$ cat config.mk
export PLATFORM = sky130hd
export DESIGN_NAME = packbits_style_rle_decoder_core
export DESIGN_NICKNAME = d
export VERILOG_FILES = /design/src/hdl/pbrle_pkg.sv /design/src/hdl/pbrle_front.sv /design/src/hdl/pbrle_queue.sv /design/src/hdl/pbrle_back.sv /design/src/hdl/packbits_style_rle_decoder_core.sv
export VERILOG_INCLUDE_DIRS = /design/src /design/src/hdl
export SDC_FILE = /design/constraint.sdc
export NUM_CORES = 1
export LEC_CHECK = 0
export BUFFER_PORTS_ARGS = -buffer_cell sky130_fd_sc_hd__buf_2
export CAP_MARGIN = 20
export CORE_MARGIN = 3
export CORE_UTILIZATION = 56
export CTS_CLUSTER_DIAMETER = 120
export DETAILED_ROUTE_END_ITERATION = 8
export GPL_TIMING_DRIVEN = 0
export PLACE_DENSITY = 0.87
export SETUP_SLACK_MARGIN = 0.15
export SLEW_MARGIN = 20
export SYNTH_ARGS = -nofsm -noshare
export SYNTH_HDL_FRONTEND = slang
export SYNTH_SLANG_ARGS = --single-unit
$ cat constraint.sdc
create_clock -name clk -period 5.4 [get_ports clk]
set_input_delay 0 -clock clk [delete_from_list [all_inputs] [get_ports clk]]
set_output_delay 0 -clock clk [all_outputs]
set_load 0.03 [all_outputs]
$ cat src/hdl/packbits_style_rle_decoder_core_defines.svh
// assertion macros for the run-length decoder core
`ifndef PACKBITS_STYLE_RLE_DECODER_CORE_DEFINES_SVH
`define PACKBITS_STYLE_RLE_DECODER_CORE_DEFINES_SVH

// same-cycle implication, disabled during reset
`define PBRLE_ASSERT_NOW(label, clk, rst_n, ante, cons, msg) \
    label: assert property (@(posedge clk) disable iff (!rst_n) (ante) |-> (cons)) \
        else $error(msg);

// next-cycle implication, disabled during reset
`define PBRLE_ASSERT_NEXT(label, clk, rst_n, ante, cons, msg) \
    label: assert property (@(posedge clk) disable iff (!rst_n) (ante) |=> (cons)) \
        else $error(msg);

`endif

$ cat src/hdl/pbrle_pkg.sv
// shared types and constants for the run-length decoder core
package pbrle_pkg;

    localparam int unsigned MAX_PIXELS_DEF = 1048576;
    localparam int unsigned TOTAL_W        = 21;
    localparam int unsigned CFG_DATA_W     = 21;
    localparam int unsigned CFG_IDX_W      = 1;
    localparam int unsigned QUEUE_DEPTH    = 2;

    localparam logic [CFG_IDX_W-1:0] REG_PIXEL_TOTAL = 1'd0;
    localparam logic [CFG_IDX_W-1:0] REG_STRICT_MODE = 1'd1;

    localparam logic [TOTAL_W-1:0] PIXEL_TOTAL_RST = 21'd65536;

    localparam logic [7:0] CODE_NOP = 8'h80;
    localparam logic [8:0] REP_BASE = 9'h101;

    typedef struct packed {
        logic [7:0] code_byte;
        logic       first;
    } in_item_t;

    typedef struct packed {
        logic [7:0] pixel_value;
        logic [7:0] run_length;
        logic       opaque;
        logic       image_done;
        logic       overflow_error;
    } out_item_t;

    typedef struct packed {
        logic [7:0] pixel_value;
        logic [7:0] run_length;
        logic       image_done;
        logic       overflow_error;
    } run_cmd_t;

endpackage

$ cat src/hdl/pbrle_front.sv
// front end: config registers, code parsing and run bookkeeping
module pbrle_front #(
    parameter int unsigned MAX_PIXELS = pbrle_pkg::MAX_PIXELS_DEF
) (
    input  logic                              clk,
    input  logic                              rst_n,
    input  logic                              cfg_wr_en,
    input  logic [pbrle_pkg::CFG_IDX_W-1:0]   cfg_index,
    input  logic [pbrle_pkg::CFG_DATA_W-1:0]  cfg_data,
    input  logic                              accept,
    input  pbrle_pkg::in_item_t               item,
    output logic                              push,
    output pbrle_pkg::run_cmd_t               cmd
);

    localparam int unsigned PIX_W = $clog2(MAX_PIXELS + 1);
    localparam int unsigned CMP_W = (PIX_W > pbrle_pkg::TOTAL_W) ? PIX_W : pbrle_pkg::TOTAL_W;

    localparam logic [1:0] PH_CODE = 2'd0;
    localparam logic [1:0] PH_LIT  = 2'd1;
    localparam logic [1:0] PH_REP  = 2'd2;
    localparam logic [1:0] PH_HALT = 2'd3;

    logic [pbrle_pkg::TOTAL_W-1:0] pixel_total_reg;
    logic                          strict_mode_reg;

    logic [1:0]       phase_reg, phase_next;
    logic [7:0]       lit_left_reg, lit_left_next;
    logic [7:0]       rep_cnt_reg, rep_cnt_next;
    logic [PIX_W-1:0] pix_left_reg, pix_left_next;

    logic [CMP_W-1:0] total_ext;
    logic [CMP_W-1:0] max_ext;
    logic [PIX_W-1:0] total_sat;
    logic [1:0]       ph;
    logic [7:0]       ll;
    logic [7:0]       rc;
    logic [PIX_W-1:0] pl;
    logic [7:0]       len;
    logic [PIX_W-1:0] len_ext;
    logic [PIX_W-1:0] rc_ext;
    logic [7:0]       rep_len;
    logic [PIX_W-1:0] pl_lit;
    logic [PIX_W-1:0] pl_rep;
    logic [7:0]       ll_dec;
    logic             has_result;

    always_ff @(posedge clk or negedge rst_n)
    begin
        if (!rst_n)
        begin
            pixel_total_reg <= pbrle_pkg::PIXEL_TOTAL_RST;
            strict_mode_reg <= 1'b0;
        end
        else if (cfg_wr_en)
        begin
            case (cfg_index)
                pbrle_pkg::REG_PIXEL_TOTAL: pixel_total_reg <= cfg_data;
                pbrle_pkg::REG_STRICT_MODE: strict_mode_reg <= cfg_data[0];
                default: ;
            endcase
        end
    end

    always_comb
    begin
        total_ext = CMP_W'(pixel_total_reg);
        max_ext   = CMP_W'(MAX_PIXELS);
        total_sat = (total_ext > max_ext) ? max_ext[PIX_W-1:0] : total_ext[PIX_W-1:0];

        if (item.first)
        begin
            pl = total_sat;
            ll = 8'd0;
            rc = 8'd0;
            ph = (total_sat == '0) ? PH_HALT : PH_CODE;
        end
        else
        begin
            pl = pix_left_reg;
            ll = lit_left_reg;
            rc = rep_cnt_reg;
            ph = phase_reg;
        end

        len     = (item.code_byte < 8'h80) ? (item.code_byte + 8'd1)
                                           : 8'(pbrle_pkg::REP_BASE - {1'b0, item.code_byte});
        len_ext = PIX_W'(len);
        rc_ext  = PIX_W'(rc);
        rep_len = (rc_ext > pl) ? pl[7:0] : rc;
        pl_lit  = pl - PIX_W'(1);
        pl_rep  = pl - PIX_W'(rep_len);
        ll_dec  = (ll != 8'd0) ? (ll - 8'd1) : 8'd0;

        phase_next    = ph;
        lit_left_next = ll;
        rep_cnt_next  = rc;
        pix_left_next = pl;
        has_result    = 1'b0;
        cmd           = '0;

        if (ph != PH_HALT && pl != '0)
        begin
            case (ph)
                PH_CODE:
                begin
                    if (item.code_byte != pbrle_pkg::CODE_NOP)
                    begin
                        if (strict_mode_reg && (len_ext > pl))
                        begin
                            phase_next         = PH_HALT;
                            has_result         = 1'b1;
                            cmd.overflow_error = 1'b1;
                        end
                        else if (item.code_byte < 8'h80)
                        begin
                            lit_left_next = len;
                            phase_next    = PH_LIT;
                        end
                        else
                        begin
                            rep_cnt_next = len;
                            phase_next   = PH_REP;
                        end
                    end
                end
                PH_LIT:
                begin
                    has_result      = 1'b1;
                    pix_left_next   = pl_lit;
                    lit_left_next   = ll_dec;
                    cmd.pixel_value = item.code_byte;
                    cmd.run_length  = 8'd1;
                    if (pl_lit == '0)
                    begin
                        phase_next     = PH_HALT;
                        lit_left_next  = 8'd0;
                        cmd.image_done = 1'b1;
                    end
                    else if (ll_dec == 8'd0)
                    begin
                        phase_next = PH_CODE;
                    end
                end
                PH_REP:
                begin
                    has_result      = 1'b1;
                    pix_left_next   = pl_rep;
                    rep_cnt_next    = 8'd0;
                    cmd.pixel_value = item.code_byte;
                    cmd.run_length  = rep_len;
                    if (pl_rep == '0)
                    begin
                        phase_next     = PH_HALT;
                        cmd.image_done = 1'b1;
                    end
                    else
                    begin
                        phase_next = PH_CODE;
                    end
                end
                default: ;
            endcase
        end

        push = accept && has_result;
    end

    always_ff @(posedge clk or negedge rst_n)
    begin
        if (!rst_n)
        begin
            phase_reg    <= PH_CODE;
            lit_left_reg <= 8'd0;
            rep_cnt_reg  <= 8'd0;
            pix_left_reg <= '0;
        end
        else if (accept)
        begin
            phase_reg    <= phase_next;
            lit_left_reg <= lit_left_next;
            rep_cnt_reg  <= rep_cnt_next;
            pix_left_reg <= pix_left_next;
        end
    end

endmodule

$ cat src/hdl/pbrle_queue.sv
// short command queue between front end and back end
module pbrle_queue (
    input  logic                 clk,
    input  logic                 rst_n,
    input  logic                 push,
    input  pbrle_pkg::run_cmd_t  push_cmd,
    output logic                 full,
    input  logic                 pop,
    output logic                 not_empty,
    output pbrle_pkg::run_cmd_t  head_cmd
);

    localparam int unsigned DEPTH = pbrle_pkg::QUEUE_DEPTH;
    localparam int unsigned PTR_W = (DEPTH > 1) ? $clog2(DEPTH) : 1;
    localparam int unsigned CNT_W = $clog2(DEPTH + 1);

    pbrle_pkg::run_cmd_t entry_reg [DEPTH];

    logic [PTR_W-1:0] wr_ptr_reg, wr_ptr_next;
    logic [PTR_W-1:0] rd_ptr_reg, rd_ptr_next;
    logic [CNT_W-1:0] count_reg, count_next;
    logic             do_push;
    logic             do_pop;

    always_comb
    begin
        full      = (count_reg == CNT_W'(DEPTH));
        not_empty = (count_reg != '0);
        head_cmd  = entry_reg[rd_ptr_reg];
        do_push   = push && !full;
        do_pop    = pop && not_empty;

        wr_ptr_next = wr_ptr_reg;
        rd_ptr_next = rd_ptr_reg;
        if (do_push)
        begin
            wr_ptr_next = (wr_ptr_reg == PTR_W'(DEPTH - 1)) ? '0 : (wr_ptr_reg + PTR_W'(1));
        end
        if (do_pop)
        begin
            rd_ptr_next = (rd_ptr_reg == PTR_W'(DEPTH - 1)) ? '0 : (rd_ptr_reg + PTR_W'(1));
        end

        count_next = count_reg;
        if (do_push && !do_pop)
        begin
            count_next = count_reg + CNT_W'(1);
        end
        else if (do_pop && !do_push)
        begin
            count_next = count_reg - CNT_W'(1);
        end
    end

    always_ff @(posedge clk)
    begin
        if (do_push)
        begin
            entry_reg[wr_ptr_reg] <= push_cmd;
        end
    end

    always_ff @(posedge clk or negedge rst_n)
    begin
        if (!rst_n)
        begin
            wr_ptr_reg <= '0;
            rd_ptr_reg <= '0;
            count_reg  <= '0;
        end
        else
        begin
            wr_ptr_reg <= wr_ptr_next;
            rd_ptr_reg <= rd_ptr_next;
            count_reg  <= count_next;
        end
    end

endmodule

$ cat src/hdl/pbrle_back.sv
// back end: formats queued runs into the output register
module pbrle_back (
    input  logic                 clk,
    input  logic                 rst_n,
    input  logic                 cmd_valid,
    input  pbrle_pkg::run_cmd_t  cmd,
    output logic                 pop,
    output logic                 out_valid,
    input  logic                 out_ready,
    output pbrle_pkg::out_item_t out_data
);

    logic                  out_valid_reg, out_valid_next;
    pbrle_pkg::out_item_t  out_data_reg;

    always_comb
    begin
        pop            = cmd_valid && (!out_valid_reg || out_ready);
        out_valid_next = out_valid_reg;
        if (pop)
        begin
            out_valid_next = 1'b1;
        end
        else if (out_ready)
        begin
            out_valid_next = 1'b0;
        end
    end

    always_ff @(posedge clk)
    begin
        if (pop)
        begin
            out_data_reg.pixel_value    <= cmd.pixel_value;
            out_data_reg.run_length     <= cmd.run_length;
            out_data_reg.opaque         <= (cmd.pixel_value != 8'd0);
            out_data_reg.image_done     <= cmd.image_done;
            out_data_reg.overflow_error <= cmd.overflow_error;
        end
    end

    always_ff @(posedge clk or negedge rst_n)
    begin
        if (!rst_n)
        begin
            out_valid_reg <= 1'b0;
        end
        else
        begin
            out_valid_reg <= out_valid_next;
        end
    end

    assign out_valid = out_valid_reg;
    assign out_data  = out_data_reg;

endmodule

$ cat src/hdl/packbits_style_rle_decoder_core.sv
// top level of the run-length decoder core
//
//  channel  direction  handshake              payload
//  in       input      in_valid / in_ready    in_data (code_byte, first)
//  out      output     out_valid / out_ready  out_data (run result)
//  cfg      input      cfg_wr_en              cfg_index, cfg_data
//
// one byte per cycle while in_ready is high; the front end updates run state in the transfer cycle
// a result is written to the queue at its byte transfer edge and loaded into the
// output register once that register is empty or out_ready is high, which raises out_valid
// reset: pixel_total 65536, strict_mode 0, no image active until a first byte
// in_ready drops only when the two-entry queue is full under output stall
`include "packbits_style_rle_decoder_core_defines.svh"
module packbits_style_rle_decoder_core #(
    parameter int unsigned MAX_PIXELS = pbrle_pkg::MAX_PIXELS_DEF
) (
    input  logic                              clk,
    input  logic                              rst_n,
    input  logic                              cfg_wr_en,
    input  logic [pbrle_pkg::CFG_IDX_W-1:0]   cfg_index,
    input  logic [pbrle_pkg::CFG_DATA_W-1:0]  cfg_data,
    input  logic                              in_valid,
    output logic                              in_ready,
    input  pbrle_pkg::in_item_t               in_data,
    output logic                              out_valid,
    input  logic                              out_ready,
    output pbrle_pkg::out_item_t              out_data
);

    logic                 accept;
    logic                 push;
    logic                 q_full;
    logic                 q_not_empty;
    logic                 pop;
    pbrle_pkg::run_cmd_t  front_cmd;
    pbrle_pkg::run_cmd_t  head_cmd;

    assign in_ready = !q_full;
    assign accept   = in_valid && in_ready;

    pbrle_front #(
        .MAX_PIXELS (MAX_PIXELS)
    ) u_front (
        .clk       (clk),
        .rst_n     (rst_n),
        .cfg_wr_en (cfg_wr_en),
        .cfg_index (cfg_index),
        .cfg_data  (cfg_data),
        .accept    (accept),
        .item      (in_data),
        .push      (push),
        .cmd       (front_cmd)
    );

    pbrle_queue u_queue (
        .clk       (clk),
        .rst_n     (rst_n),
        .push      (push),
        .push_cmd  (front_cmd),
        .full      (q_full),
        .pop       (pop),
        .not_empty (q_not_empty),
        .head_cmd  (head_cmd)
    );

    pbrle_back u_back (
        .clk       (clk),
        .rst_n     (rst_n),
        .cmd_valid (q_not_empty),
        .cmd       (head_cmd),
        .pop       (pop),
        .out_valid (out_valid),
        .out_ready (out_ready),
        .out_data  (out_data)
    );

    `PBRLE_ASSERT_NOW(a_err_shape, clk, rst_n,
        out_valid && out_data.overflow_error,
        out_data.run_length == 8'd0 && !out_data.image_done && !out_data.opaque,
        "error result carries a run")
    `PBRLE_ASSERT_NOW(a_run_nonzero, clk, rst_n,
        out_valid && !out_data.overflow_error,
        out_data.run_length != 8'd0,
        "pixel result with zero length")
    `PBRLE_ASSERT_NOW(a_no_push_full, clk, rst_n, push, !q_full, "queue push while full")
    `PBRLE_ASSERT_NEXT(a_pop_loads, clk, rst_n, pop, out_valid, "popped run not presented")

endmodule
# == After elaboration in Yosys (flattened, before gate mapping) ==
# Memories as Yosys holds them, arrays and structs flattened.
# Index checks and enable logic that the tools add are counted.
# op_classes
bitwise_logic,1
n_lt_le_gt_ge,4
n_addsub,9
mux,47
n_reduce_logical,28
n_eq_ne,5
# op_table
op,n
$mux 8,14
$logic_not 21->1,3
$mux 21,3
$gt 8x21->1,2
$pmux 21 s2,1
$pmux 17 s2,1
$pmux 8 s2,2
$mux 2,11
$gt 21x21->1 const B,1
$reduce_bool 21->1,1
$sub 21x1->21 const B,1
$sub 21x8->21,1
$mux 18,1
$reduce_bool 8->1,2
$mux 1,12
$logic_and 1x1->1,9
$add 8x1->8 const B,1
$logic_not 8->1,1
$lt 8x8->1 const B,1
$ne 8x8->1 const B,1
$sub 1x8->8 const A,1
$sub 8x1->8 const B,1
$pmux 2 s3,1
$reduce_bool 2->1,3
13 further kinds,19
# totals
out_inout_bits,21
mem_bits_rw,36
elab_cells,110
regBits,85
memories,1
# mem_list
memory,depth,word_bits,read_ports,rd_clocked_by_memory_dff,write_ports,line_no,text
u_queue.entry_reg,2,18,1,0,1,pbrle_queue.sv:17,pbrle_pkg::run_cmd_t entry_reg [DEPTH];

# == Depth between registers and ports, before layout ==
# Gate-level depths: netlist of run 1.
# logic_depth
ltp_word,15
depth_mapped,27
mapped_depth_nobuf,22

# == Modules after synthesis ==
# From an unflattened synthesis of run 1, not the netlist that was laid out.
# unflattened
cells_unflattened,894
area_unflattened_um2,8421.8
# by_module_without_submodules
module,cells_per_inst,instances,area_per_inst_um2
pbrle_front,791,1,6232.2
pbrle_queue,75,1,1549.0
pbrle_back,26,1,630.6
packbits_style_rle_decoder_core,2,1,10.0

# == Worst setup path before layout of run 1 ==
# OpenSTA, ideal clock, no wires.
# synth_path
path_kind,register to register
start,register u_front.pixel_total_reg[20] (netlist name)
end,memory u_queue.entry_reg[0][1] (netlist name) (data pin)
path_buffers,3
arrival_ns,5.267
stages_incl_launch_ff,25
synth_period_minus_slack_ns,5.424
path_slack_ns,-0.024
path_cell_list,dfrtp_1 > clkbuf_2 > buf_2 > buf_2 > nand3b_1 > o21ai_0 > inv_1 > ha_1 > nor2b_1 > o21a_1 > o21ai_0 > a21oi_1 > a31oi_1 > nor3_1 > or2_2 > ha_1 > fa_1 > nor2b_1 > o22ai_1 > xnor2_1 > nor4_1 > nand2_1 > or4b_1 > or4b_1 > a21oi_1
# synth_lines
element,line_no,text
"start, declared",pbrle_front.sv:24,logic [pbrle_pkg::TOTAL_W-1:0] pixel_total_reg;
"start signal, assigned",pbrle_front.sv:52,pixel_total_reg <= pbrle_pkg::PIXEL_TOTAL_RST;
"start signal, assigned",pbrle_front.sv:58,pbrle_pkg::REG_PIXEL_TOTAL: pixel_total_reg <= cfg_data;
"end, declared",pbrle_queue.sv:17,

==> results of run 1 <==
==> path summary, 6_finish.rpt <==
check,end,slack [ps],depth (start not counted)
max,u_queue.entry_reg[0][1]$_DFFE_PP_,-30,24
min,u_front.lit_left_reg[0]$_DFFE_PN0P_,0.8,2
max reg2reg,u_queue.entry_reg[0][1]$_DFFE_PP_,-30,24
min reg2reg,u_front.rep_cnt_reg[7]$_DFFE_PN0P_,480,2
max in group asynchronous,u_front.lit_left_reg[2]$_DFFE_PN0P_,3540,4
min in group asynchronous,u_front.lit_left_reg[5]$_DFFE_PN0P_,480,3
==> critical path, delay by kind of cell, from the launching register on <==
| kind | cells | cell delay [ps] |
|---|---|---|
| AOI/OAI and AO/OA | 7 | 1070 |
| xor gates and xnor gates | 1 | 260 |
| adders and majority gates | 2 | 690 |
| buffers and inverters | 6 | 690 |
| DFF | 1 | 400 |
| and+or+nand+nor | 8 | 2140 |
==> placed cells by master (no fill, tap or decap), types with 17 or more instances in the layout <==
| cell type | instances |
|---|---|
| dfrtp_1 | 65 |
| clkbuf_1 | 21 |
| a21oi_1 | 52 |
| nand3_1 | 30 |
| dlygate4sd3_1 | 31 |
| buf_2 | 69 |
| nor2_1 | 69 |
| nand2_1 | 56 |
| nor3_1 | 24 |
| o21ai_0 | 59 |
| mux2_2 | 41 |
| buf_4 | 24 |
| inv_1 | 29 |
| edfxtp_1 | 55 |
| ha_1 | 34 |
| clkbuf_16 | 17 |
==> synth_stat cells, drive strengths merged, types with 7 or more instances <==
cell type	number	area [µm²]
a21o	10	76.3
a21oi	62	322
a221oi	8	76.3
a31oi	18	119
and2	13	81.3
and3	8	50.1
buf	26	153
clkbuf	23	87.6
dfrtp	65	1630
edfxtp	55	1650
ha	37	463
inv	34	128
mux2	41	462
mux2i	7	70.1
nand2	56	210
nand2b	11	71.3
nand3	31	155
nand3b	14	105
nand4	12	75.1
nor2	73	279
nor2b	16	100
nor3	26	141
nor3b	9	67.6
nor4	11	75.1
o21a	8	60.1
o21ai	66	334
o22ai	11	75.1
xnor2	13	114
xor2	11	96.3
==> final cells by class <==
type	count	area (µm²)	share of cell area
clock inverter	12	185	0.0181
sequential	121	3300	0.322
multi-input combinational	682	4880	0.476
timing repair buffer	109	791	0.0771
buffer	49	284	0.0277
tap	180	225	0.0220
clock buffer	20	457	0.0445
inverter	35	131	0.0128
==> cells by family (layout without fill, tap and decap cells) <==
family          after synthesis  in the layout  share of synthesized area
fa+ha+maj                    38             38                     0.0580
flops                       121            121                      0.397
simple gates                312            312                      0.203
buf+inv                      84            225                     0.0446
compound gates              260            260                      0.209
xor+xnor                     24             24                     0.0252
mux                          48             48                     0.0638
==> power by group through the flow <==
stage,clock [mW],sequential (mW),combinational [mW]
after detailed placement,0,1.46,2.38
after floorplan,0,1.53,1.64
after global placement,0,1.45,2.34
after CTS,1.26,1.45,2.55
after global routing,1.30,1.48,2.96
final,1.26,1.47,2.77
==> what timing repair did <==
action / CTS / global route
buffers inserted: 14 / 7
resized for setup: 51 / 14
endpoints found under the hold margin: 96 / 0
hold buffers: 31 / 0
pin swaps: 15 / 16
setup endpoints to repair: 21 / 11
==> per-stage QoR <==
step,instances,utilization
3_3_place_gp,1121,0.622
3_5_place_dp,1124,0.626
6_report,1208,0.722
5_1_grt,1208,0.722
2_1_floorplan,887,-
4_1_cts,1201,0.715
==> routing by layer <==
metal | GRT usage | wire [µm] | part of all wire
met1 | 0.443 | 10600 | 0.37
met2 | 0.554 | 12900 | 0.45
met3 | 0.0783 | 3150 | 0.11
met4 | 0.195 | 1780 | 0.063
met5 | 0 | 0 | 0
==> flow_summary.yaml, run 1 <==
outcome:
  run_status: "finished, violations left"
  violations: "setup timing"
drt:
  wl_per_cell_um: 23.5
  wirelength_mm: 28.4
  ant_nets: 0
  drc: 0
  drt-initial-drc-count: 1028
  avgViaCountPerCell: 6.84
  num_vias: 8268
  dr.pass1.iters: 8
power:
  p_leak_nw: 4.13
  power_frac_clock: 0.229
  p_seq_frac: 0.267
  power_mw: 5.50
  power_switching_share: 0.438
  p_sw_mw: 2.41
  p_comb_frac: 0.504
  powerDensity_nw_per_um2: 536
  p_int_mw: 3.09
  peakVddDrop_mv: 0.294
timing:
  setup_viol_count_final: 2
  relSlewSlack: 0.344
  hold_viol_final: 0
  finalCritPeriodShare: 1.01
  rsz0062_at_grt: "true"
  finalHoldWorstSlack_ps: 0.790
  fin_setup_tns_ps: -51.6
  slew_viol_final: 0
  skew_ps: 9.63
  worst_slew_pin_slew_ps: 978
  max_freq_mhz: 184
  timing.final.crit_period_ps: 5430
  fin_ws_ps: -28.8
setup_path:
  crit_start: "u_front.pixel_total_reg[20]$_DFFE_PN0P_"
  worstReg2RegStart: "u_front.pixel_total_reg[20]$_DFFE_PN0P_"
  end_kind: "flop"
  crit_type: "flop to flop"
  required_ps: 5670
  crit_chain: "buf_8 > buf_8 > buf_8 > nand3b_1 > o21ai_2 > inv_2 > ha_4 > nor2b_4 > o21a_1 > o21ai_2 > a21oi_2 > a31oi_4 > or2_1 > buf_6 > a21oi_4 > inv_2 > fa_2 > xor2_1 > nand4_1 > nor4_1 > nand2_1 > or4b_4 > or4b_4 > a21oi_4"
  start_kind: "flop"
  cp_max_fo: 6
  worstPathArrival_ps: 5700
  cp_common_cell: "buf_8"
  max_stage_delay_ps: 520
  crit_slowest_cell: "or4b_4"
clock_tree:
  cts_root_buf: "clkbuf_16"
  cts_buffer_depth: 2
  numCtsBuffers: 17
  htreeDepth: 4
  insertion_delay_ps: 440
  cts_tree: "done"
  numClockSinks: 121
  clk_pin_slew_ps: 60
finish:
  largest_reg_flops: 36
  drive_gt1_frac: 0.232
  finalNetCount: 1089
  num_antenna_cells: 0
  area_delta_synth_final_pct: 23.1
  final_cell_area_um2: 10300
  fillerInstances: 970
synth:
  syn-num-nets: 961
  ys_ff_latch: 121
  synth_cells: 887
  yosysSeqAreaShare: 0.397
  avgSynthCellArea_um2: 9.39
  synth_ff_type: "dfrtp_1"
  synth-edff-count: 55
  yosysWarnings: 0
  synth.distinct_cells: 88
  synth_area_um2: 8330
  synth-async-reset-ratio: 0.545
placement:
  port_buffers: 54
  post-dp-hpwl_mm: 18.7
  post-place-ws_ps: -1160
  postPlaceCellArea_um2: 8890
  gp_congestion: 0.985
worst_hold_path:
  worstHoldStart: "in_data[1]"
  hp-class: "input port to flop"
global_route:
  antenna_found_initial: 0
  grt_pass1_wl_mm: 44.0
  grt-ovfl-total: 0
  grt_pass1_vias: 7999
  grt.total_usage: 0.350
  grt_max_degree: 47
floorplan:
  start_util: 0.587
  dieWidth_um: 128
  core_area_um2: 14200
  rows: 43
  dieHeight_um: 128
  dieArea_um2: 16400
  io-pin-count: 57
flow_run:
  cap_viol_max_count: 0
Note: power is estimated with default switching activity, not from simulation.
==> inputs of run 2 (changes only) <==
--- a/config.mk
+++ b/config.mk
@@ -14,6 +14,7 @@
 export DETAILED_ROUTE_END_ITERATION = 8
 export GPL_TIMING_DRIVEN = 0
 export PLACE_DENSITY = 0.87
+export RECOVER_POWER = 25
 export SETUP_SLACK_MARGIN = 0.15
 export SLEW_MARGIN = 20
 export SYNTH_ARGS = -nofsm -noshare
==> flow_summary.yaml, run 2 (synthesized netlist as in run 1, its figures left out) <==
drt:
  wirelength_mm: 28.5
  ant_nets: 0
  dr.pass1.iters: 8
  avgViaCountPerCell: 6.91
  drc: 0
  wl_per_cell_um: 23.6
  drt-initial-drc-count: 1133
  num_vias: 8349
placement:
  post-dp-hpwl_mm: 18.7
  gp_congestion: 0.985
  dp.cells: 1124
  port_buffers: 54
finish:
  multi_input_area_um2: 4880
  num_antenna_cells: 0
  mostFrequentLayoutCells: "nor2_1 (69), dfrtp_1 (65), o21ai_0 (59), nand2_1 (56), edfxtp_1 (55)"
  fillerInstances: 993
  regArea_um2: 3300
  area_delta_synth_final_pct: 22.5
  finalNonFillerCells: 1208
  layout_commonest_cell: "nor2_1"
  utilization: 0.718
  largest_reg_flops: 36
  finalNetCount: 1089
  drive_gt1_frac: 0.212
floorplan:
  dieWidth_um: 128
  rows: 43
  core_area_um2: 14200
  io-pin-count: 57
  start_util: 0.587
  dieArea_um2: 16400
  dieHeight_um: 128
setup_path:
  crit_chain: "buf_8 > buf_8 > buf_8 > nand3b_1 > o21ai_2 > inv_2 > ha_4 > nor2b_4 > o21a_1 > o21ai_2 > a21oi_2 > a31oi_4 > or2_1 > buf_6 > a21oi_4 > inv_2 > fa_2 > xor2_1 > nand4_1 > nor4_1 > nand2_1 > or4b_4 > or4b_4 > a21oi_4"
  worstPathArrival_ps: 5720
  crit_slowest_cell: "or4b_4"
  required_ps: 5670
  cp_max_fo: 6
  cp_common_cell: "buf_8"
  max_stage_delay_ps: 520
  start_kind: "flop"
  crit_type: "flop to flop"
  end_kind: "flop"
clock_tree:
  clk_pin_slew_ps: 60
  cts_tree: "done"
  numCtsBuffers: 17
  cts_root_buf: "clkbuf_16"
  insertion_delay_ps: 440
  htreeDepth: 4
  numClockSinks: 121
  cts_buffer_depth: 2
timing:
  hold_viol_final: 0
  relSlewSlack: -0.880
  timing.final.crit_period_ps: 5450
  max_freq_mhz: 183
  fin_ws_ps: -49.8
  skew_ps: 9.86
  finalCritPeriodShare: 1.01
  rsz0062_at_grt: "true"
  worst_slew_pin_slew_ps: 2820
  setup_viol_count_final: 2
  slew_viol_final: 47
power:
  powerDensity_nw_per_um2: 538
  peakVddDrop_mv: 0.293
  power_mw: 5.49
  p_leak_nw: 4.07
global_route:
  grt-ovfl-total: 0
  grt_pass1_vias: 7999
  grt_pass1_wl_mm: 44.0
  antenna_found_initial: 0
  grt.total_usage: 0.350
  grt_max_degree: 47
outcome:
  violations: "capacitance limit, slew limit, setup timing"
  run_status: "finished, violations left"
flow_run:
  cap_viol_max_count: 1
worst_hold_path:
  hp-class: "input port to flop"
run 2: changes by cell type in the layout (fill, tap and decap cells not counted):
cell      change
buf_16        -1
buf_4         -1
clkbuf_1     +21
buf_2        -19
run 2: timing repair:
action	in CTS	in global routing
resized for setup	51	14
hold buffers	31	0
hold endpoints to repair	96	0
setup endpoints to repair	21	11
setup buffers	14	7
pin swaps	15	16
run 2: final cells by class:
class	count	area share
Clock buffer	20	0.0448
Multi-Input combinational cell	682	0.478
Timing Repair Buffer	109	0.0725
Buffer	49	0.0278
Tap cell	180	0.0221
Sequential cell	121	0.324
Inverter	35	0.0129
Clock inverter	12	0.0181
run 2: power breakdown:
part	switching, mW	leakage, nW	internal, mW	total [mW]
Sequential	0.199	1.34	1.27	1.47
Combinational	1.76	2.41	1.01	2.76
Clock	0.456	0.312	0.802	1.26
Total	2.41	4.07	3.08	5.49
run 2: per-stage QoR:
stage	instance area [µm²]	TNS (ps)	setup slack (ps)	hold slack (ps)
finish	10200	-93.3	-49.8	7.74
global route	10200	-294	-150	27.0
CTS	10200	0	69.4	0.579
detailed placement	8890	-10200	-1160	-87.3
global placement	8830	-9900	-1100	231
floorplan	8340	0	156	-296
run 2: layer usage:
layer  wire length, µm  up-vias  track usage
li1                  -     3605            -
met1             10600     3917        0.443
met2             12900      656        0.554
met3              3190      171       0.0783
met4              1720        0        0.195
met5                 0        -            0
run 2: worst paths after layout:
check / startpoint / end / slack (ps) / cells past startpoint
setup / recovery: u_front.pixel_total_reg[20]$_DFFE_PN0P_ / u_queue.entry_reg[0][1]$_DFFE_PP_ / -50 / 24
hold / removal: in_data[1] / u_front.lit_left_reg[0]$_DFFE_PN0P_ / 8 / 2
setup reg to reg: u_front.pixel_total_reg[20]$_DFFE_PN0P_ / u_queue.entry_reg[0][1]$_DFFE_PP_ / -50 / 24
hold reg to reg: u_front.rep_cnt_reg[7]$_DFFE_PN0P_ / u_front.rep_cnt_reg[7]$_DFFE_PN0P_ / 490 / 2
max in group asynchronous: rst_n / u_front.pix_left_reg[2]$_DFFE_PN0P_ / 1790 / 4
min in group asynchronous: rst_n / u_front.lit_left_reg[3]$_DFFE_PN0P_ / 590 / 3
run 2: critical path: cells and delay by family (launching register included):
| family | cells | cell delay, ps |
|---|---|---|
| flip-flops | 1 | 400 |
| adder cells (fa/ha/maj) | 2 | 690 |
| AND/OR/NAND/NOR | 8 | 2120 |
| XOR/XNOR | 1 | 290 |
| AO/OA/AOI/OAI | 7 | 1070 |
| buffers and inverters | 6 | 680 |
